$ cat config.mk
export PLATFORM = sky130hd
export DESIGN_NAME = lamport_k_mutex_node
export DESIGN_NICKNAME = d
export VERILOG_FILES = /design/src/sv/lkm_pkg.sv /design/src/sv/lamport_k_mutex_node.sv /design/src/sv/lkm_step.sv
export SDC_FILE = /design/constraint.sdc
export NUM_CORES = 1
export LEC_CHECK = 0
export BUFFER_PORTS_ARGS = -buffer_cell sky130_fd_sc_hd__clkbuf_2
export CORE_MARGIN = 2
export CORE_UTILIZATION = 60
export CTS_CLUSTER_DIAMETER = 60
export DETAILED_ROUTE_END_ITERATION = 16
export GPL_TIMING_DRIVEN = 0
export PLACE_DENSITY_LB_ADDON = 0.05
export SETUP_SLACK_MARGIN = 0.5
export SLEW_MARGIN = 20
export SYNTH_ARGS = -nofsm -noshare
export SYNTH_HDL_FRONTEND = slang
export SYNTH_SLANG_ARGS = --single-unit
export TNS_END_PERCENT = 1
$ cat constraint.sdc
create_clock -name i_clk -period 18.44 [get_ports i_clk]
set_input_delay 3.688 -clock i_clk [delete_from_list [all_inputs] [get_ports i_clk]]
set_output_delay 3.688 -clock i_clk [all_outputs]
set_load 0.05 [all_outputs]
$ cat src/sv/lkm_pkg.sv
// ----------------------------------------------------------------------------
// lkm_pkg
// shared types and constants for the lamport k-slot mutual exclusion node
// ----------------------------------------------------------------------------
package lkm_pkg;

    localparam int ID_W    = 3;
    localparam int MASK_W  = 8;
    localparam int PORT_SW = 32;
    localparam int CFG_W   = 3;

    typedef enum logic [1:0] {
        OP_LOCAL_REQ = 2'd0,
        OP_LOCAL_REL = 2'd1,
        OP_IN_REQ    = 2'd2,
        OP_IN_ACK    = 2'd3
    } t_op;

    typedef enum logic {
        CFG_OWN_ID     = 1'b0,
        CFG_SLOT_COUNT = 1'b1
    } t_cfg_addr;

    typedef struct packed {
        logic [MASK_W-1:0]  ack_mask;
        logic               request_out;
        logic [PORT_SW-1:0] out_stamp;
        logic               grant;
        logic               inside_res;
    } t_result;

endpackage

$ cat src/sv/lamport_k_mutex_node.sv
// ----------------------------------------------------------------------------
// lamport_k_mutex_node
// one node of a lamport-clock mutual exclusion over shared slots
//
//   channel   direction  handshake            payload
//   event     in         i_valid / o_ready    i_op, i_src, i_stamp
//   result    out        o_valid / i_ready    o_ack_mask, o_request_out,
//                                             o_out_stamp, o_grant, o_inside_res
//   config    in         i_cfg_we             i_cfg_addr, i_cfg_data
//
// one event per cycle when not stalled; input register, then the event
// logic writes node state and the result register in the same cycle
// reset is synchronous, active low, and clears all node state and config
// a stalled result register holds the input register, which holds upstream
// ----------------------------------------------------------------------------
module lamport_k_mutex_node
    import lkm_pkg::*;
#(
    parameter int NODES      = 8,
    parameter int STAMP_BITS = 32
) (
    input  logic               i_clk,
    input  logic               i_rst_n,
    input  logic               i_valid,
    output logic               o_ready,
    input  logic [1:0]         i_op,
    input  logic [ID_W-1:0]    i_src,
    input  logic [PORT_SW-1:0] i_stamp,
    output logic               o_valid,
    input  logic               i_ready,
    output logic [MASK_W-1:0]  o_ack_mask,
    output logic               o_request_out,
    output logic [PORT_SW-1:0] o_out_stamp,
    output logic               o_grant,
    output logic               o_inside_res,
    input  logic               i_cfg_we,
    input  logic               i_cfg_addr,
    input  logic [CFG_W-1:0]   i_cfg_data
);

    logic [ID_W-1:0]       r_own_id;
    logic [CFG_W-1:0]      r_slot_count;

    logic                  r_in_valid;
    t_op                   r_op;
    logic [ID_W-1:0]       r_src;
    logic [STAMP_BITS-1:0] r_stamp;

    logic [STAMP_BITS-1:0] r_clock,        n_clock;
    logic [STAMP_BITS-1:0] r_request_time, n_request_time;
    logic [STAMP_BITS-1:0] r_entry_time,   n_entry_time;
    logic [NODES-1:0]      r_ack_bits,     n_ack_bits;
    logic [NODES-1:0]      r_pending_bits, n_pending_bits;
    logic                  r_requesting,   n_requesting;
    logic                  r_occupied,     n_occupied;

    logic                  r_out_valid;
    t_result               r_res,          n_res;
    logic                  advance;

    assign advance = r_in_valid && (!r_out_valid || i_ready);
    assign o_ready = !r_in_valid || advance;

    // config registers
    always_ff @(posedge i_clk) begin
        if (!i_rst_n) begin
            r_own_id     <= '0;
            r_slot_count <= CFG_W'(1);
        end else if (i_cfg_we) begin
            case (t_cfg_addr'(i_cfg_addr))
                CFG_OWN_ID:     r_own_id     <= ID_W'(i_cfg_data);
                CFG_SLOT_COUNT: r_slot_count <= i_cfg_data;
                default:        r_own_id     <= r_own_id;
            endcase
        end
    end

    // input register
    always_ff @(posedge i_clk) begin
        if (!i_rst_n) begin
            r_in_valid <= 1'b0;
        end else if (o_ready) begin
            r_in_valid <= i_valid;
        end
    end

    always_ff @(posedge i_clk) begin
        if (i_valid && o_ready) begin
            r_op    <= t_op'(i_op);
            r_src   <= i_src;
            r_stamp <= STAMP_BITS'(i_stamp);
        end
    end

    lkm_step #(
        .NODES      (NODES),
        .STAMP_BITS (STAMP_BITS)
    ) u_step (
        .i_op           (r_op),
        .i_src          (r_src),
        .i_stamp        (r_stamp),
        .i_own_id       (r_own_id),
        .i_slot_count   (r_slot_count),
        .i_clock        (r_clock),
        .i_request_time (r_request_time),
        .i_entry_time   (r_entry_time),
        .i_ack_bits     (r_ack_bits),
        .i_pending_bits (r_pending_bits),
        .i_requesting   (r_requesting),
        .i_occupied     (r_occupied),
        .o_clock        (n_clock),
        .o_request_time (n_request_time),
        .o_entry_time   (n_entry_time),
        .o_ack_bits     (n_ack_bits),
        .o_pending_bits (n_pending_bits),
        .o_requesting   (n_requesting),
        .o_occupied     (n_occupied),
        .o_res          (n_res)
    );

    // node state
    always_ff @(posedge i_clk) begin
        if (!i_rst_n) begin
            r_clock        <= '0;
            r_request_time <= '0;
            r_entry_time   <= '0;
            r_ack_bits     <= '0;
            r_pending_bits <= '0;
            r_requesting   <= 1'b0;
            r_occupied     <= 1'b0;
        end else if (advance) begin
            r_clock        <= n_clock;
            r_request_time <= n_request_time;
            r_entry_time   <= n_entry_time;
            r_ack_bits     <= n_ack_bits;
            r_pending_bits <= n_pending_bits;
            r_requesting   <= n_requesting;
            r_occupied     <= n_occupied;
        end
    end

    // result register
    always_ff @(posedge i_clk) begin
        if (!i_rst_n) begin
            r_out_valid <= 1'b0;
        end else if (advance) begin
            r_out_valid <= 1'b1;
        end else if (i_ready) begin
            r_out_valid <= 1'b0;
        end
    end

    always_ff @(posedge i_clk) begin
        if (advance) begin
            r_res <= n_res;
        end
    end

    assign o_valid       = r_out_valid;
    assign o_ack_mask    = r_res.ack_mask;
    assign o_request_out = r_res.request_out;
    assign o_out_stamp   = r_res.out_stamp;
    assign o_grant       = r_res.grant;
    assign o_inside_res  = r_res.inside_res;

    a_grant_inside: assert property (@(posedge i_clk) disable iff (!i_rst_n)
        (o_valid && o_grant) |-> o_inside_res)
        else $error("grant without inside");

    a_req_xor_ack: assert property (@(posedge i_clk) disable iff (!i_rst_n)
        o_valid |-> !(o_request_out && (o_ack_mask != '0)))
        else $error("request and acknowledge in one result");

    a_req_occ: assert property (@(posedge i_clk) disable iff (!i_rst_n)
        !(r_requesting && r_occupied))
        else $error("requesting while inside");

    a_clock_mono: assert property (@(posedge i_clk) disable iff (!i_rst_n)
        i_rst_n |=> (r_clock >= $past(r_clock)))
        else $error("lamport clock went backward");

    a_enter_clear: assert property (@(posedge i_clk) disable iff (!i_rst_n)
        $rose(r_occupied) |-> (r_ack_bits == '0))
        else $error("ack bits not cleared on entry");

endmodule

$ cat src/sv/lkm_step.sv
// ----------------------------------------------------------------------------
// lkm_step
// next-state and result logic for one event against the node state
// ----------------------------------------------------------------------------
module lkm_step
    import lkm_pkg::*;
#(
    parameter int NODES      = 8,
    parameter int STAMP_BITS = 32
) (
    input  t_op                        i_op,
    input  logic [ID_W-1:0]            i_src,
    input  logic [STAMP_BITS-1:0]      i_stamp,
    input  logic [ID_W-1:0]            i_own_id,
    input  logic [CFG_W-1:0]           i_slot_count,
    input  logic [STAMP_BITS-1:0]      i_clock,
    input  logic [STAMP_BITS-1:0]      i_request_time,
    input  logic [STAMP_BITS-1:0]      i_entry_time,
    input  logic [NODES-1:0]           i_ack_bits,
    input  logic [NODES-1:0]           i_pending_bits,
    input  logic                       i_requesting,
    input  logic                       i_occupied,
    output logic [STAMP_BITS-1:0]      o_clock,
    output logic [STAMP_BITS-1:0]      o_request_time,
    output logic [STAMP_BITS-1:0]      o_entry_time,
    output logic [NODES-1:0]           o_ack_bits,
    output logic [NODES-1:0]           o_pending_bits,
    output logic                       o_requesting,
    output logic                       o_occupied,
    output t_result                    o_res
);

    localparam int CW = $clog2(NODES + 1);

    function automatic logic [STAMP_BITS-1:0] bump(input logic [STAMP_BITS-1:0] v);
        bump = (&v) ? v : v + STAMP_BITS'(1);
    endfunction

    logic [CFG_W-1:0]      slots;
    logic [CW-1:0]         need;
    logic [CW-1:0]         ack_cnt;
    logic [NODES-1:0]      src_bit;
    logic [NODES-1:0]      acks;
    logic                  src_ok;
    logic                  wins;
    logic [STAMP_BITS-1:0] clk_max;

    always_comb begin
        slots = (i_slot_count == '0) ? CFG_W'(1) : i_slot_count;
        if (int'(slots) >= NODES) begin
            need = '0;
        end else begin
            need = CW'(NODES - int'(slots));
        end
    end

    assign src_bit = NODES'(1) << i_src;
    assign src_ok  = (i_src != i_own_id) && (32'(i_src) < NODES);
    assign clk_max = bump((i_clock > i_stamp) ? i_clock : i_stamp);
    assign wins    = !i_requesting || (i_stamp < i_request_time) ||
                     ((i_stamp == i_request_time) && (i_src < i_own_id));
    assign acks    = i_ack_bits | src_bit;

    always_comb begin
        ack_cnt = '0;
        for (int n = 0; n < NODES; n++) begin
            ack_cnt = ack_cnt + CW'(acks[n]);
        end
    end

    always_comb begin
        o_clock        = i_clock;
        o_request_time = i_request_time;
        o_entry_time   = i_entry_time;
        o_ack_bits     = i_ack_bits;
        o_pending_bits = i_pending_bits;
        o_requesting   = i_requesting;
        o_occupied     = i_occupied;
        o_res          = '0;
        case (i_op)
            OP_LOCAL_REQ: begin
                if (!i_requesting && !i_occupied) begin
                    o_clock         = bump(i_clock);
                    o_request_time  = o_clock;
                    o_ack_bits      = '0;
                    o_requesting    = 1'b1;
                    o_res.request_out = 1'b1;
                    o_res.out_stamp = PORT_SW'(o_clock);
                    // enough slots for everyone: enter at once
                    if (need == '0) begin
                        o_occupied   = 1'b1;
                        o_requesting = 1'b0;
                        o_entry_time = o_clock;
                        o_res.grant  = 1'b1;
                    end
                end
            end
            OP_LOCAL_REL: begin
                if (i_occupied) begin
                    o_occupied = 1'b0;
                    if (i_pending_bits != '0) begin
                        o_clock         = bump(i_clock);
                        o_res.ack_mask  = MASK_W'(i_pending_bits);
                        o_res.out_stamp = PORT_SW'(o_clock);
                        o_pending_bits  = '0;
                    end
                end
            end
            OP_IN_REQ: begin
                if (src_ok) begin
                    o_clock = clk_max;
                    if (!i_occupied && wins) begin
                        o_clock         = bump(clk_max);
                        o_res.ack_mask  = MASK_W'(src_bit);
                        o_res.out_stamp = PORT_SW'(o_clock);
                    end else begin
                        o_pending_bits = i_pending_bits | src_bit;
                    end
                end
            end
            OP_IN_ACK: begin
                if (src_ok) begin
                    o_clock = clk_max;
                    if (i_requesting && (i_stamp > i_request_time) &&
                        (i_stamp > i_entry_time)) begin
                        o_ack_bits = acks;
                        if (ack_cnt >= need) begin
                            o_occupied   = 1'b1;
                            o_requesting = 1'b0;
                            o_entry_time = clk_max;
                            o_ack_bits   = '0;
                            o_res.grant  = 1'b1;
                        end
                    end
                end
            end
            default: begin
                o_res = '0;
            end
        endcase
        o_res.inside_res = o_occupied;
    end

endmodule

==> flow_summary_export.csv <==
group,metric,value,unit
run_status,status,"completed",
finish,final_cell_mix,"nand2_1 (189), dfxtp_1 (122), inv_1 (119), ha_1 (116), nor2_1 (94)",
timing,final.period_utilization,52.4,%
grt,grt_pass1_vias,15600,
timing,skew,21.5,ps
timing,worst_pin_slew,1260,ps
power,power_density,78.3,nW/um2
clocking,cts_tree,"yes",
timing,timing.slew.headroom,14.9,%
die,start_util,60.9,%
clocking,clk_pin_slew_worst_paths,60,ps
detailed_routing,vias_per_cell,6.95,
detailed_routing,drtAntennaViolNets,0,
detailed_routing,routed_wirelength,64900,um
die,fp.dieH,166,um
setup_path,cp.required,18740,ps
power,clkPwrFrac,38.0,%
finish,nets,2128,
finish,fillCellCount,2171,
clocking,cts-root-buf,"clkbuf_16",
place,gp_congestion,1.09,
timing,rsz0062_at_grt,"false",
grt,track_usage,45.5,%
setup_path,crit_type,"reg2reg",
clocking,cts_resized,0,
die,dieArea,27700,um2
power,ir_worst_vdd,93.3,uV
yosys,ys_warn_count,0,
setup_path,worst-endpoint-arrival,9960,ps
finish,syn_to_final_growth,11.5,%
yosys,synth_edf_count,80,
yosys,synth_cells,1842,
grt,grt_pass1_wl,95100,um
grt,grt-ovfl-total,0,
clocking,postCtsSetupBuffers,0,
setup_path,worstRegToRegCells,32,
timing,timing.final.ws_setup,8780,ps
setup_path,r2r-end,"o_out_stamp[29]",
timing,finalHoldViolCount,0,
setup_path,cp-end-kind,"flip-flop",
detailed_routing,vias,16100,
yosys,synth.avg_cell_area,8.59,um2
detailed_routing,drc_errors,0,
power,swShare,35.1,%
job,cap_violations,0,
setup_path,crit_end,"o_out_stamp[29]",
finish,layout_commonest_cell,"nand2_1",
yosys,async_flop_share,0,%
setup_path,slowest_stage,"nor4_1",
clocking,clock_sinks,202,
timing,fin_setup_tns,0,ps
clocking,clk_latency,570,ps
clocking,htree_levels,1,
timing,report.final.slew_viol_count,0,
finish,drive_gt1_share,12.2,%
setup_path,start_kind,"flip-flop",
yosys,netlist_area,15800,um2
timing,min_period,9660,ps
detailed_routing,drtIter0Drc,2286,
clocking,cts_buffers,27,
power,sequentialPowerShare,37.4,%
die,num_rows,59,
setup_path,crit_fanout,10,
timing,fmax,104,MHz
place,dp.cells,2268,
die,ios,91,
die,core,26000,um2
setup_path,r2r_start,"r_stamp[15]",
place,numPortBuffers,89,
min_path,min_path_type,"reg2reg",
setup_path,regToRegSetupSlack,8780,ps
finish,finalNonFillerCells,2319,
place,dp_slack,9460,ps
die,die_w,166,um
power,combinationalPowerShare,24.6,%
yosys,yosys_most_used_dff,"dfxtp_1",
timing,setup_violations,0,
grt,antenna_found_initial,2,
setup_path,crit_path_max_incr_delay,960,ps
power,intPower,897,uW
grt,grt_max_degree,32,
yosys,synth_nets,2008,
place,dp_hpwl,49200,um
clocking,hold_buffers,0,
setup_path,worstSetupStartpoint,"r_stamp[15]",
power,leakagePower,0.00681,uW
detailed_routing,wire_per_inst,28.0,um
yosys,seq_area_frac_synth,30.6,%
yosys,ys_seq_elements,202,
setup_path,cpMostUsedCell,"buf_4",
power,p_sw,485,uW
clocking,clockBufferDepth,3,
yosys,synth.distinct_cells,96,
detailed_routing,drt_first_pass_iters,9,
## cell usage after synthesis (18+ instances only)
cell type / number / area [um2]
o211ai_1: 41 / 308
nor2b_1: 56 / 350
nor2_1: 94 / 353
nand2_1: 189 / 709
a21oi_1: 63 / 315
nor3_1: 34 / 170
o22ai_1: 30 / 188
and3_1: 18 / 113
nand4_1: 54 / 338
xor2_1: 24 / 210
o21ai_0: 76 / 380
xnor2_1: 63 / 552
nor4_1: 23 / 144
ha_1: 116 / 1450
clkbuf_1: 69 / 259
nand3_1: 82 / 410
a21o_1: 32 / 240
o21a_1: 45 / 338
edfxtp_1: 80 / 2400
o211a_1: 35 / 350
inv_1: 120 / 450
a31oi_1: 32 / 200
mux2i_1: 79 / 791
dfxtp_1: 122 / 2440
## power by group through the flow
stage | Combinational [uW] | Sequential (uW) | Clock (uW)
floorplan | 202 | 530 | 0
global placement | 314 | 523 | 0
detailed placement | 322 | 524 | 0
CTS | 325 | 514 | 523
global route | 357 | 517 | 542
finish | 340 | 517 | 525
## layer usage
layer  share of wire [%]  wire length, um  global-route usage, %
met1                  38            24800                   59.8
met2                  42            27100                   67.4
met3                  14             8930                   13.8
met4                 6.3             4060                   24.1
met5               0.048               31                      0
## worst max-delay path, delay by kind of cell, from the launching register on
| family | cells | cell delay, ps |
|---|---|---|
| simple gates | 10 | 3830 |
| buf+inv | 11 | 2290 |
| xor+xnor | 2 | 640 |
| fa+ha+maj | 3 | 820 |
| flops | 1 | 540 |
| mux | 1 | 220 |
| compound gates | 5 | 1030 |
## how the worst min path moves through the flow
stage	slack [ps]	endpoint	startpoint	depth (start not counted)
floorplan	430	r_ack_bits[7]	r_ack_bits[7]	1
global placement	440	r_ack_bits[7]	r_ack_bits[7]	1
detailed placement	450	r_ack_bits[0]	r_ack_bits[0]	1
CTS	470	r_ack_bits[0]	r_ack_bits[0]	1
global route	500	r_ack_bits[0]	r_ack_bits[0]	1
finish	460	r_ack_bits[0]	r_ack_bits[0]	1
## state kept, by name (all words and copies together) (netlist names), 2 cells and up
name,count
r_ack_bits,8
r_entry_time,32
r_op,2
o_ack_mask,8
r_stamp,32
r_clock,32
o_out_stamp,32
r_own_id,3
r_request_time,32
r_slot_count,3
r_pending_bits,8
r_src,3
## cell type report
type                    instances  area (um2)  share of cell area, %
diodes                          1        2.50                 0.0142
plain buffers                 109         541                   3.06
clock buffers                  39         791                   4.48
clock inverters                11         100                  0.567
inverters                     121         454                   2.57
multi-input cells            1410       10000                   56.7
flip-flops and latches        202        4840                   27.5
well taps                     335         419                   2.38
repair buffers                 91         485                   2.75
## kinds of logic (layout without fill, tap and decap cells)
| family | count (synthesis) | count (layout) | share of synthesized area, % |
|---|---|---|---|
| compound gates | 463 | 463 | 21.2 |
| xor+xnor | 89 | 89 | 5.02 |
| fa+ha+maj | 120 | 120 | 9.67 |
| buf+inv | 230 | 371 | 6.28 |
| flops | 202 | 202 | 30.6 |
| mux | 94 | 94 | 6.10 |
| other cells | 1 | 2 | 0.0237 |
| simple gates | 643 | 643 | 21.1 |
## metrics by stage
step                util (%)  power (uW)  cell area (um2)  hold slack, ps
floorplan                  -         733            15800             432
finish                  67.9        1380            17600             465
CTS                     67.8        1360            17600             468
detailed placement      64.4         846            16700             451
global placement        64.3         838            16700             443
global route            67.9        1420            17600             501
(Power assumes the default switching activity.)
